$ cat config.mk
export PLATFORM = sky130hd
export DESIGN_NAME = accelerating_cursor_motion
export DESIGN_NICKNAME = d
export VERILOG_FILES = /design/src/rtl/acm_pkg.sv /design/src/rtl/accelerating_cursor_motion.sv /design/src/rtl/acm_regs.sv /design/src/rtl/acm_front.sv /design/src/rtl/acm_back.sv
export SDC_FILE = /design/constraint.sdc
export NUM_CORES = 2
export LEC_CHECK = 0
export BUFFER_PORTS_ARGS = -buffer_cell sky130_fd_sc_hd__buf_2
export CELL_PAD_IN_SITES_DETAIL_PLACEMENT = 1
export CELL_PAD_IN_SITES_GLOBAL_PLACEMENT = 1
export CORE_ASPECT_RATIO = 1.2
export CORE_MARGIN = 5
export CORE_UTILIZATION = 55
export CTS_BUF_LIST = sky130_fd_sc_hd__clkbuf_16
export DETAILED_ROUTE_END_ITERATION = 6
export GPL_TIMING_DRIVEN = 0
export PLACE_DENSITY_LB_ADDON = 0.1
export SYNTH_ARGS = -nofsm -noshare
export SYNTH_HDL_FRONTEND = slang
export SYNTH_SLANG_ARGS = --single-unit
$ cat constraint.sdc
create_clock -name clk -period 30.5 [get_ports clk]
set_clock_uncertainty 0.1 [all_clocks]
set_input_delay 9.15 -clock clk [delete_from_list [all_inputs] [get_ports clk]]
set_output_delay 9.15 -clock clk [all_outputs]
set_load 0.01 [all_outputs]
$ cat src/rtl/acm_pkg.sv
// shared types and constants for the cursor motion integrator
`default_nettype none

package acm_pkg;

  typedef enum logic [2:0] {
    CMD_TICK      = 3'd0,
    CMD_START_X   = 3'd1,
    CMD_START_Y   = 3'd2,
    CMD_STOP_X    = 3'd3,
    CMD_STOP_Y    = 3'd4,
    CMD_SET_POINT = 3'd5
  } cmd_t;

  // register index is paddr[2]
  localparam logic REG_ACCEL_MAG = 1'b0;
  localparam logic REG_VEL_LIMIT = 1'b1;

  localparam int MAG_W = 15;
  localparam int FRAC_BITS = 12;
  localparam int TICK_DIV = 20;

  localparam logic [MAG_W-1:0] ACCEL_RESET = 15'd204;
  localparam logic [MAG_W-1:0] VLIM_RESET  = 15'd20480;
  localparam logic [31:0] POS_X_RESET = 32'h000A_0000;
  localparam logic [31:0] POS_Y_RESET = 32'h0006_4000;

  // elapsed magnitudes at or above 2^21 saturate the velocity unless the acceleration is zero
  localparam int ELAPSED_BITS = 21;
  localparam int PROD_W = MAG_W + ELAPSED_BITS;

  // quotient magnitude cap: anything this large saturates any velocity
  localparam int Q_W = 17;
  localparam logic [Q_W-1:0] Q_CAP = 17'h1_0000;
  localparam logic [PROD_W-1:0] PROD_CAP = PROD_W'(TICK_DIV * 65536);

  // x / 20 == (x * RECIP) >> RECIP_SHIFT for every x below PROD_CAP
  localparam int RECIP_W = 20;
  localparam int RECIP_SHIFT = 24;
  localparam logic [RECIP_W-1:0] RECIP = 20'd838861;
  localparam int SCALED_W = ELAPSED_BITS + RECIP_W;

  typedef struct packed {
    logic [PROD_W-1:0] prod;  // |acc| * |elapsed| low part
    logic              big;   // |elapsed| beyond ELAPSED_BITS, acc nonzero
    logic              neg;   // sign of acc * elapsed
  } axis_prod_t;

  typedef struct packed {
    cmd_t       cmd;
    logic       ax;
    logic       ay;
    axis_prod_t px;
    axis_prod_t py;
    logic [15:0] point_x;
    logic [15:0] point_y;
  } acm_item_t;

endpackage

`default_nettype wire

$ cat src/rtl/accelerating_cursor_motion.sv
// top level of the two-axis accelerating cursor motion integrator
`default_nettype none

// Two-axis cursor integrator in 20.12 fixed point. Each command transfer
// yields exactly one result transfer carrying the screen position (integer
// part of the 20.12 position, low 16 bits) and a moved flag that is set
// only for ticks that would post a position message. The block takes one
// command per cycle while cmd_stall is low; each command is first held in
// the input register and then passes into the result register. The front
// stage runs the axis start/stop/tick bookkeeping and the acceleration
// times elapsed-time multiply; the back stage divides by 20 with a
// reciprocal multiply, clamps the velocity to +-velocity_limit and
// advances the position. A command can still be taken while a finished
// result waits; cmd_stall rises only when both the result register and the
// input register are full. Configuration sits behind an apb port:
// accel_magnitude at 0x0, velocity_limit at 0x4; writes are meant for
// idle periods only.

module accelerating_cursor_motion import acm_pkg::*; (
  input  wire logic               clk,
  input  wire logic               rst,
  // command channel
  input  wire logic               cmd_valid,
  output logic                    cmd_stall,
  input  wire logic [2:0]         command,
  input  wire logic               direction_positive,
  input  wire logic [31:0]        now_ms,
  input  wire logic signed [15:0] point_x,
  input  wire logic signed [15:0] point_y,
  // result channel
  output logic                    res_valid,
  input  wire logic               res_stall,
  output logic                    moved,
  output logic signed [15:0]      screen_x,
  output logic signed [15:0]      screen_y,
  // configuration port
  input  wire logic               psel,
  input  wire logic               penable,
  input  wire logic               pwrite,
  input  wire logic [2:0]         paddr,
  input  wire logic [31:0]        pwdata,
  output logic      [31:0]        prdata,
  output logic                    pready
);

  logic             s1_valid;
  logic             s1_move;
  logic             accept;
  acm_item_t        s1_item;
  logic [MAG_W-1:0] accel_mag;
  logic [MAG_W-1:0] vel_limit;

  // input register drains whenever the result register is empty or taken
  assign s1_move   = s1_valid && (!res_valid || !res_stall);
  assign cmd_stall = s1_valid && !s1_move;
  assign accept    = cmd_valid && !cmd_stall;

  always_ff @(posedge clk) begin
    if (rst) begin
      s1_valid  <= 1'b0;
      res_valid <= 1'b0;
    end else begin
      if (accept) s1_valid <= 1'b1;
      else if (s1_move) s1_valid <= 1'b0;

      if (s1_move) res_valid <= 1'b1;
      else if (res_valid && !res_stall) res_valid <= 1'b0;
    end
  end

  // register index comes from the word address bit
  acm_regs u_regs (
    .clk       (clk),
    .rst       (rst),
    .psel      (psel),
    .penable   (penable),
    .pwrite    (pwrite),
    .sel       (paddr[2]),
    .pwdata    (pwdata),
    .prdata    (prdata),
    .pready    (pready),
    .accel_mag (accel_mag),
    .vel_limit (vel_limit)
  );

  // start/stop/tick bookkeeping plus acceleration product
  acm_front u_front (
    .clk                (clk),
    .rst                (rst),
    .accept             (accept),
    .command            (command),
    .direction_positive (direction_positive),
    .now_ms             (now_ms),
    .point_x            (point_x),
    .point_y            (point_y),
    .accel_mag          (accel_mag),
    .item               (s1_item)
  );

  // velocity and position update, holds the result
  acm_back u_back (
    .clk       (clk),
    .rst       (rst),
    .adv       (s1_move),
    .item      (s1_item),
    .vel_limit (vel_limit),
    .moved     (moved),
    .screen_x  (screen_x),
    .screen_y  (screen_y)
  );

endmodule

`default_nettype wire

$ cat src/rtl/acm_regs.sv
// configuration registers behind the apb port
`default_nettype none

module acm_regs import acm_pkg::*; (
  input  wire logic             clk,
  input  wire logic             rst,
  input  wire logic             psel,
  input  wire logic             penable,
  input  wire logic             pwrite,
  input  wire logic             sel,
  input  wire logic [31:0]      pwdata,
  output logic      [31:0]      prdata,
  output logic                  pready,
  output logic      [MAG_W-1:0] accel_mag,
  output logic      [MAG_W-1:0] vel_limit
);

  assign pready = 1'b1;

  always_ff @(posedge clk) begin
    if (rst) begin
      accel_mag <= ACCEL_RESET;
      vel_limit <= VLIM_RESET;
    end else if (psel && penable && pwrite) begin
      unique case (sel)
        REG_ACCEL_MAG: accel_mag <= pwdata[MAG_W-1:0];
        REG_VEL_LIMIT: vel_limit <= pwdata[MAG_W-1:0];
        default: ;
      endcase
    end
  end

  always_comb begin
    unique case (sel)
      REG_ACCEL_MAG: prdata = {(32 - MAG_W)'(0), accel_mag};
      REG_VEL_LIMIT: prdata = {(32 - MAG_W)'(0), vel_limit};
      default:       prdata = '0;
    endcase
  end

endmodule

`default_nettype wire

$ cat src/rtl/acm_front.sv
// axis control state and acceleration product, input register
`default_nettype none

module acm_front import acm_pkg::*; (
  input  wire logic              clk,
  input  wire logic              rst,
  input  wire logic              accept,
  input  wire logic [2:0]        command,
  input  wire logic              direction_positive,
  input  wire logic [31:0]       now_ms,
  input  wire logic [15:0]       point_x,
  input  wire logic [15:0]       point_y,
  input  wire logic [MAG_W-1:0]  accel_mag,
  output acm_item_t              item
);

  logic             active_x, active_y;
  logic             acc_neg_x, acc_neg_y;
  logic [MAG_W-1:0] acc_mag_x, acc_mag_y;
  logic [31:0]      last_x, last_y;
  cmd_t             cmd;
  acm_item_t        item_next;

  // sign and magnitude of acc * (now - last), elapsed read as signed
  function automatic axis_prod_t elapsed_prod(logic [31:0] now, logic [31:0] last,
                                              logic a_neg, logic [MAG_W-1:0] a_mag);
    logic [31:0] e;
    logic [31:0] e_mag;
    axis_prod_t  r;
    e = now - last;
    e_mag = e[31] ? (~e + 32'd1) : e;
    // a zero acceleration gives a zero product however long the gap
    r.big = (|e_mag[31:ELAPSED_BITS]) && (|a_mag);
    r.prod = a_mag * e_mag[ELAPSED_BITS-1:0];
    r.neg = a_neg ^ e[31];
    return r;
  endfunction

  assign cmd = cmd_t'(command);

  always_comb begin
    item_next.cmd     = cmd;
    item_next.ax      = active_x;
    item_next.ay      = active_y;
    item_next.px      = elapsed_prod(now_ms, last_x, acc_neg_x, acc_mag_x);
    item_next.py      = elapsed_prod(now_ms, last_y, acc_neg_y, acc_mag_y);
    item_next.point_x = point_x;
    item_next.point_y = point_y;
  end

  always_ff @(posedge clk) begin
    if (rst) begin
      active_x  <= 1'b0;
      active_y  <= 1'b0;
      acc_neg_x <= 1'b0;
      acc_neg_y <= 1'b0;
      acc_mag_x <= '0;
      acc_mag_y <= '0;
      last_x    <= '0;
      last_y    <= '0;
    end else if (accept) begin
      unique case (cmd)
        CMD_TICK: begin
          if (active_x) last_x <= now_ms;
          if (active_y) last_y <= now_ms;
        end
        CMD_START_X: begin
          if (!active_x) begin
            active_x  <= 1'b1;
            acc_neg_x <= !direction_positive;
            acc_mag_x <= accel_mag;
            last_x    <= now_ms;
          end
        end
        CMD_START_Y: begin
          if (!active_y) begin
            active_y  <= 1'b1;
            acc_neg_y <= !direction_positive;
            acc_mag_y <= accel_mag;
            last_y    <= now_ms;
          end
        end
        CMD_STOP_X: begin
          active_x  <= 1'b0;
          acc_neg_x <= 1'b0;
          acc_mag_x <= '0;
        end
        CMD_STOP_Y: begin
          active_y  <= 1'b0;
          acc_neg_y <= 1'b0;
          acc_mag_y <= '0;
        end
        CMD_SET_POINT: begin
          active_x <= 1'b0;
          active_y <= 1'b0;
        end
        default: ;
      endcase
    end
  end

  always_ff @(posedge clk) begin
    if (accept) item <= item_next;
  end

endmodule

`default_nettype wire

$ cat src/rtl/acm_back.sv
// divide by 20, velocity saturation and position update
`default_nettype none

module acm_back import acm_pkg::*; (
  input  wire logic               clk,
  input  wire logic               rst,
  input  wire logic               adv,
  input  wire acm_item_t          item,
  input  wire logic [MAG_W-1:0]   vel_limit,
  output logic                    moved,
  output logic signed [15:0]      screen_x,
  output logic signed [15:0]      screen_y
);

  logic [31:0]        pos_x, pos_y;
  logic signed [15:0] vel_x, vel_y;
  logic signed [15:0] vel_x_tick, vel_y_tick;
  logic signed [15:0] vel_x_new, vel_y_new;
  logic               pos_dirty;
  logic               any_active;

  // vel + trunc(acc * elapsed / 20), clamped to +-lim
  function automatic logic signed [15:0] vel_step(logic signed [15:0] vel,
                                                  axis_prod_t ap,
                                                  logic [MAG_W-1:0] lim);
    logic [SCALED_W-1:0] scaled;
    logic [Q_W-1:0]      q_mag;
    logic signed [17:0]  q;
    logic signed [17:0]  sum;
    logic signed [17:0]  lim_s;
    scaled = ap.prod[ELAPSED_BITS-1:0] * RECIP;
    if (ap.big || (ap.prod >= PROD_CAP)) q_mag = Q_CAP;
    else q_mag = scaled[SCALED_W-1:RECIP_SHIFT];
    q = ap.neg ? -$signed({1'b0, q_mag}) : $signed({1'b0, q_mag});
    sum = 18'(vel) + q;
    lim_s = $signed({(18 - MAG_W)'(0), lim});
    priority if (sum > lim_s) vel_step = lim_s[15:0];
    else if (sum < -lim_s) vel_step = 16'(-lim_s);
    else vel_step = sum[15:0];
  endfunction

  assign vel_x_tick = vel_step(vel_x, item.px, vel_limit);
  assign vel_y_tick = vel_step(vel_y, item.py, vel_limit);
  assign vel_x_new  = item.ax ? vel_x_tick : vel_x;
  assign vel_y_new  = item.ay ? vel_y_tick : vel_y;
  assign any_active = item.ax || item.ay;

  always_ff @(posedge clk) begin
    if (rst) begin
      pos_x     <= POS_X_RESET;
      pos_y     <= POS_Y_RESET;
      vel_x     <= '0;
      vel_y     <= '0;
      pos_dirty <= 1'b0;
      moved     <= 1'b0;
    end else if (adv) begin
      moved <= 1'b0;
      unique case (item.cmd)
        CMD_TICK: begin
          vel_x <= vel_x_new;
          vel_y <= vel_y_new;
          if (any_active) begin
            pos_x <= pos_x + 32'(vel_x_new);
            pos_y <= pos_y + 32'(vel_y_new);
          end
          if (any_active || pos_dirty) begin
            moved     <= 1'b1;
            pos_dirty <= 1'b0;
          end
        end
        CMD_STOP_X: vel_x <= '0;
        CMD_STOP_Y: vel_y <= '0;
        CMD_SET_POINT: begin
          pos_dirty <= 1'b1;
          pos_x <= {{(32 - 16 - FRAC_BITS){item.point_x[15]}}, item.point_x,
                    FRAC_BITS'(0)};
          pos_y <= {{(32 - 16 - FRAC_BITS){item.point_y[15]}}, item.point_y,
                    FRAC_BITS'(0)};
        end
        default: ;
      endcase
    end
  end

  // integer part, low 16 bits
  assign screen_x = $signed(pos_x[FRAC_BITS+15:FRAC_BITS]);
  assign screen_y = $signed(pos_y[FRAC_BITS+15:FRAC_BITS]);

endmodule

`default_nettype wire

==> impl_metrics.yaml <==
grt:
  met1_usage_pct: 38.3
  grt-ovfl-total: 0
  grt_pass1_wl_um: 310000
  grt.met3_usage_pct: 5.87
  grt_pass1_vias: 55838
  grt_use_met2_pct: 63.3
  grt_max_degree: 74
  grtUsageTotal_pct: 34.7
  busiest_layer: "met2"
  antenna_found_initial: 25
sta:
  worst_pin_slew_ns: 1.44
  tns_ns: 0
  hold_viol: 0
  period_needed_ns: 22.48
  relSlewSlack_pct: 3.29
  finalSetupViolations: 0
  slew_violations: 0
  fin_crit_sh_pct: 73.7
  max_freq_mhz: 44.5
  rsz0062_at_grt: "false"
  hold_slack_ns: 0.353
final_layout:
  drive_gt1_share_pct: 5.11
  num-nets-final: 8701
  syn_to_final_growth_pct: 6.95
  fill_cells: 12805
  stdcell_count: 8400
flow_run:
  cap_viol_max_count: 0
logic_synthesis:
  yosysTopAreaCellShare_pct: 26.0
  yosys.area_share.adder_pct: 44.4
  synth_simple_gate_area_share_pct: 15.1
  synth_top_family_by_area: "adder cells"
  synth_edf_count: 113
  syn_avg_cell_area_sq_um: 8.80
  synth-compound-area-share_pct: 12.2
  yosysWarnings: 0
  synthArstFlopShare_pct: 0
  synth_top_area_cell: "fa_1"
  synthTopCellsByCount: "inv_1, ha_1, nand2_1"
  synthXorXnorAreaFrac_pct: 5.08
  ys_seq_area_share_pct: 13.1
  ys_seq_elements: 333
  muxShareOfSynthArea_pct: 1.31
  synth_ff_type: "dfxtp_1"
  synthTopCellsByArea: "fa_1, ha_1, dfxtp_1"
  synth_cell_type_count: 93
  syn_inst: 6746
  synth_area_sq_mm: 0.0593
  synthMostInstantiatedCell: "inv_1"
route:
  drt_iter0_markers: 2882
  ant_nets: 0
  routed_wirelength_um: 199000
  drt-pass1-iter-count: 5
  wl_per_cell_um: 23.7
  vias: 49924
  drc: 0
  viasPerCell: 5.94
pwr:
  p_per_area_mw_per_mm2: 97.1
  leakagePower_nw: 31.0
  p_int_mw: 2.76
  p_clk_share_pct: 9.0
  vdd_drop_max_v: 0.000165
  total_power_mw: 6.16
  pwr-share-comb_pct: 82.7
  p_sw_share_pct: 55.1
  p_seq_share_pct: 8.3
  p_sw_mw: 3.40
place:
  place_inst: 8310
  hpwl_um: 167000
  portBuffers: 139
  globalplace.congestion: 0.972
clocking:
  cts-root-buf: "clkbuf_16"
  clkSinkCount: 333
  cts_buffers: 42
  cts_tree: "yes"
  path_clk_slew_ns: 0.06
  cts-hold-fix-buffers: 0
  cts.repair.resized: 0
  htreeDepth: 2
  clkLatencyLatePin_ns: 0.68
  cts_setup_buffers: 0
  clockBufferDepth: 3
critical_path:
  cpMaxStageDelayCell: "xnor2_1"
  crit_type: "input pin to flip-flop"
  cp.required_ns: 30.75
  cp-end-kind: "flip-flop"
  rr_worst_depth: 61
  cp_max_fo: 10
  cpPeakStageDelay_ns: 0.97
  crit_path_start_kind: "input pin"
  crit_arrival_ns: 22.73
outcome:
  status: "finished clean"
die:
  initial_utilization_pct: 55.2
  die-area_sq_mm: 0.115
  ios: 178
  dieWidth_um: 310
  die_h_um: 370
  core-area_sq_mm: 0.108
  rows: 132
hold_path:
  holdCritPathClass: "flip-flop to flip-flop"
  whs_path_depth: 2
==> sequential cells by signal, summed over array words and instances, names as in the netlist <==
signal / flops
u_back.pos_y: 28
u_back.vel_y: 16
u_front.acc_neg_y: 1
u_front.item: 113
u_front.acc_neg_x: 1
u_front.active_y: 1
u_front.acc_mag_y: 15
u_back.vel_x: 16
u_back.moved: 1
u_regs.accel_mag: 15
u_front.last_x: 32
u_regs.vel_limit: 15
u_back.pos_x: 28
u_front.acc_mag_x: 15
u_back.pos_dirty: 1
s1_valid: 1
u_front.last_y: 32
u_front.active_x: 1
res_valid: 1
==> cells in the final DEF, fill, tap and decap left out, drive strengths merged, types with 43 or more instances in the layout <==
| master | count |
|---|---|
| inv | 1071 |
| ha | 874 |
| nand2 | 863 |
| fa | 770 |
| a21oi | 387 |
| clkbuf | 264 |
| nor2 | 262 |
| and2 | 250 |
| dfxtp | 220 |
| xnor2 | 208 |
| o21ai | 201 |
| buf | 201 |
| a21o | 149 |
| xor2 | 136 |
| edfxtp | 113 |
| nand3 | 85 |
| nor3 | 84 |
| nor2b | 70 |
| nand2b | 58 |
| o21a | 45 |
| mux2 | 43 |
==> logic make-up (layout without fill, tap and decap cells) <==
family / after synthesis / after routing
adder cells (fa/ha/maj): 1645 / 1645
buffers and inverters: 1338 / 1557
flip-flops: 333 / 333
AND/OR/NAND/NOR: 1884 / 1884
other: 2 / 30
AO/OA/AOI/OAI: 1128 / 1128
multiplexers: 72 / 72
XOR/XNOR: 344 / 344
==> cell type report <==
type	instances	area (sq um)	share of cell area, %
diodes	12	30.0	0.0473
clock inverters	31	328	0.517
well taps	1407	1760	2.77
clock buffers	47	1180	1.85
flip-flops and latches	333	7800	12.3
multi-input cells	5091	46400	73.1
inverters	1061	3990	6.28
plain buffers	277	1240	1.96
repair buffers	141	738	1.16
==> worst paths after layout <==
check	endpoint	slack, ns	from
min reg2reg	u_front.last_x[24]$_SDFFE_PP0P_	0.35	u_front.last_x[24]$_SDFFE_PP0P_
max reg2reg	u_back.pos_x[27]$_SDFFE_PP0P_	13.45	u_front.item[87]$_DFFE_PP_
min	u_front.last_x[24]$_SDFFE_PP0P_	0.35	u_front.last_x[24]$_SDFFE_PP0P_
max	u_front.item[107]$_DFFE_PP_	8.02	now_ms[5]
==> power groups by stage <==
stage,Combinational (mW),Sequential (mW),Clock (mW)
2_1_floorplan,3.58,0.503,0
3_3_place_gp,4.78,0.520,0
3_5_place_dp,5.02,0.520,0
4_1_cts,5.08,0.511,0.566
5_1_grt,5.69,0.513,0.583
6_report,5.09,0.512,0.555
==> worst max-delay path: cells and delay by family <==
| family | cells | cell delay [ns] |
|---|---|---|
| and+or+nand+nor | 4 | 0.89 |
| buffers and inverters | 7 | 1.67 |
| xor gates and xnor gates | 3 | 1.66 |
| AOI/OAI and AO/OA | 21 | 5.64 |
| adders and majority gates | 8 | 3.70 |
==> metal layers <==
layer | share of wire, % | vias to the layer above | wire (um)
met5 | 0.053 | - | 105
met4 | 6.9 | 16 | 13800
met3 | 5.5 | 682 | 10900
met2 | 51 | 1484 | 101000
met1 | 37 | 25251 | 73500
li1 | - | 22491 | -
==> through the flow <==
stage | instance area, sq um | setup WS [ns] | util, %
final | 63500 | 8.02 | 59.0
after global routing | 63400 | 7.13 | 59.0
after floorplan | 59400 | 10.64 | -
after global placement | 61900 | 7.78 | 57.5
after detailed placement | 61900 | 7.68 | 57.6
after CTS | 63400 | 8.20 | 59.0
(Power assumes the default switching activity.)
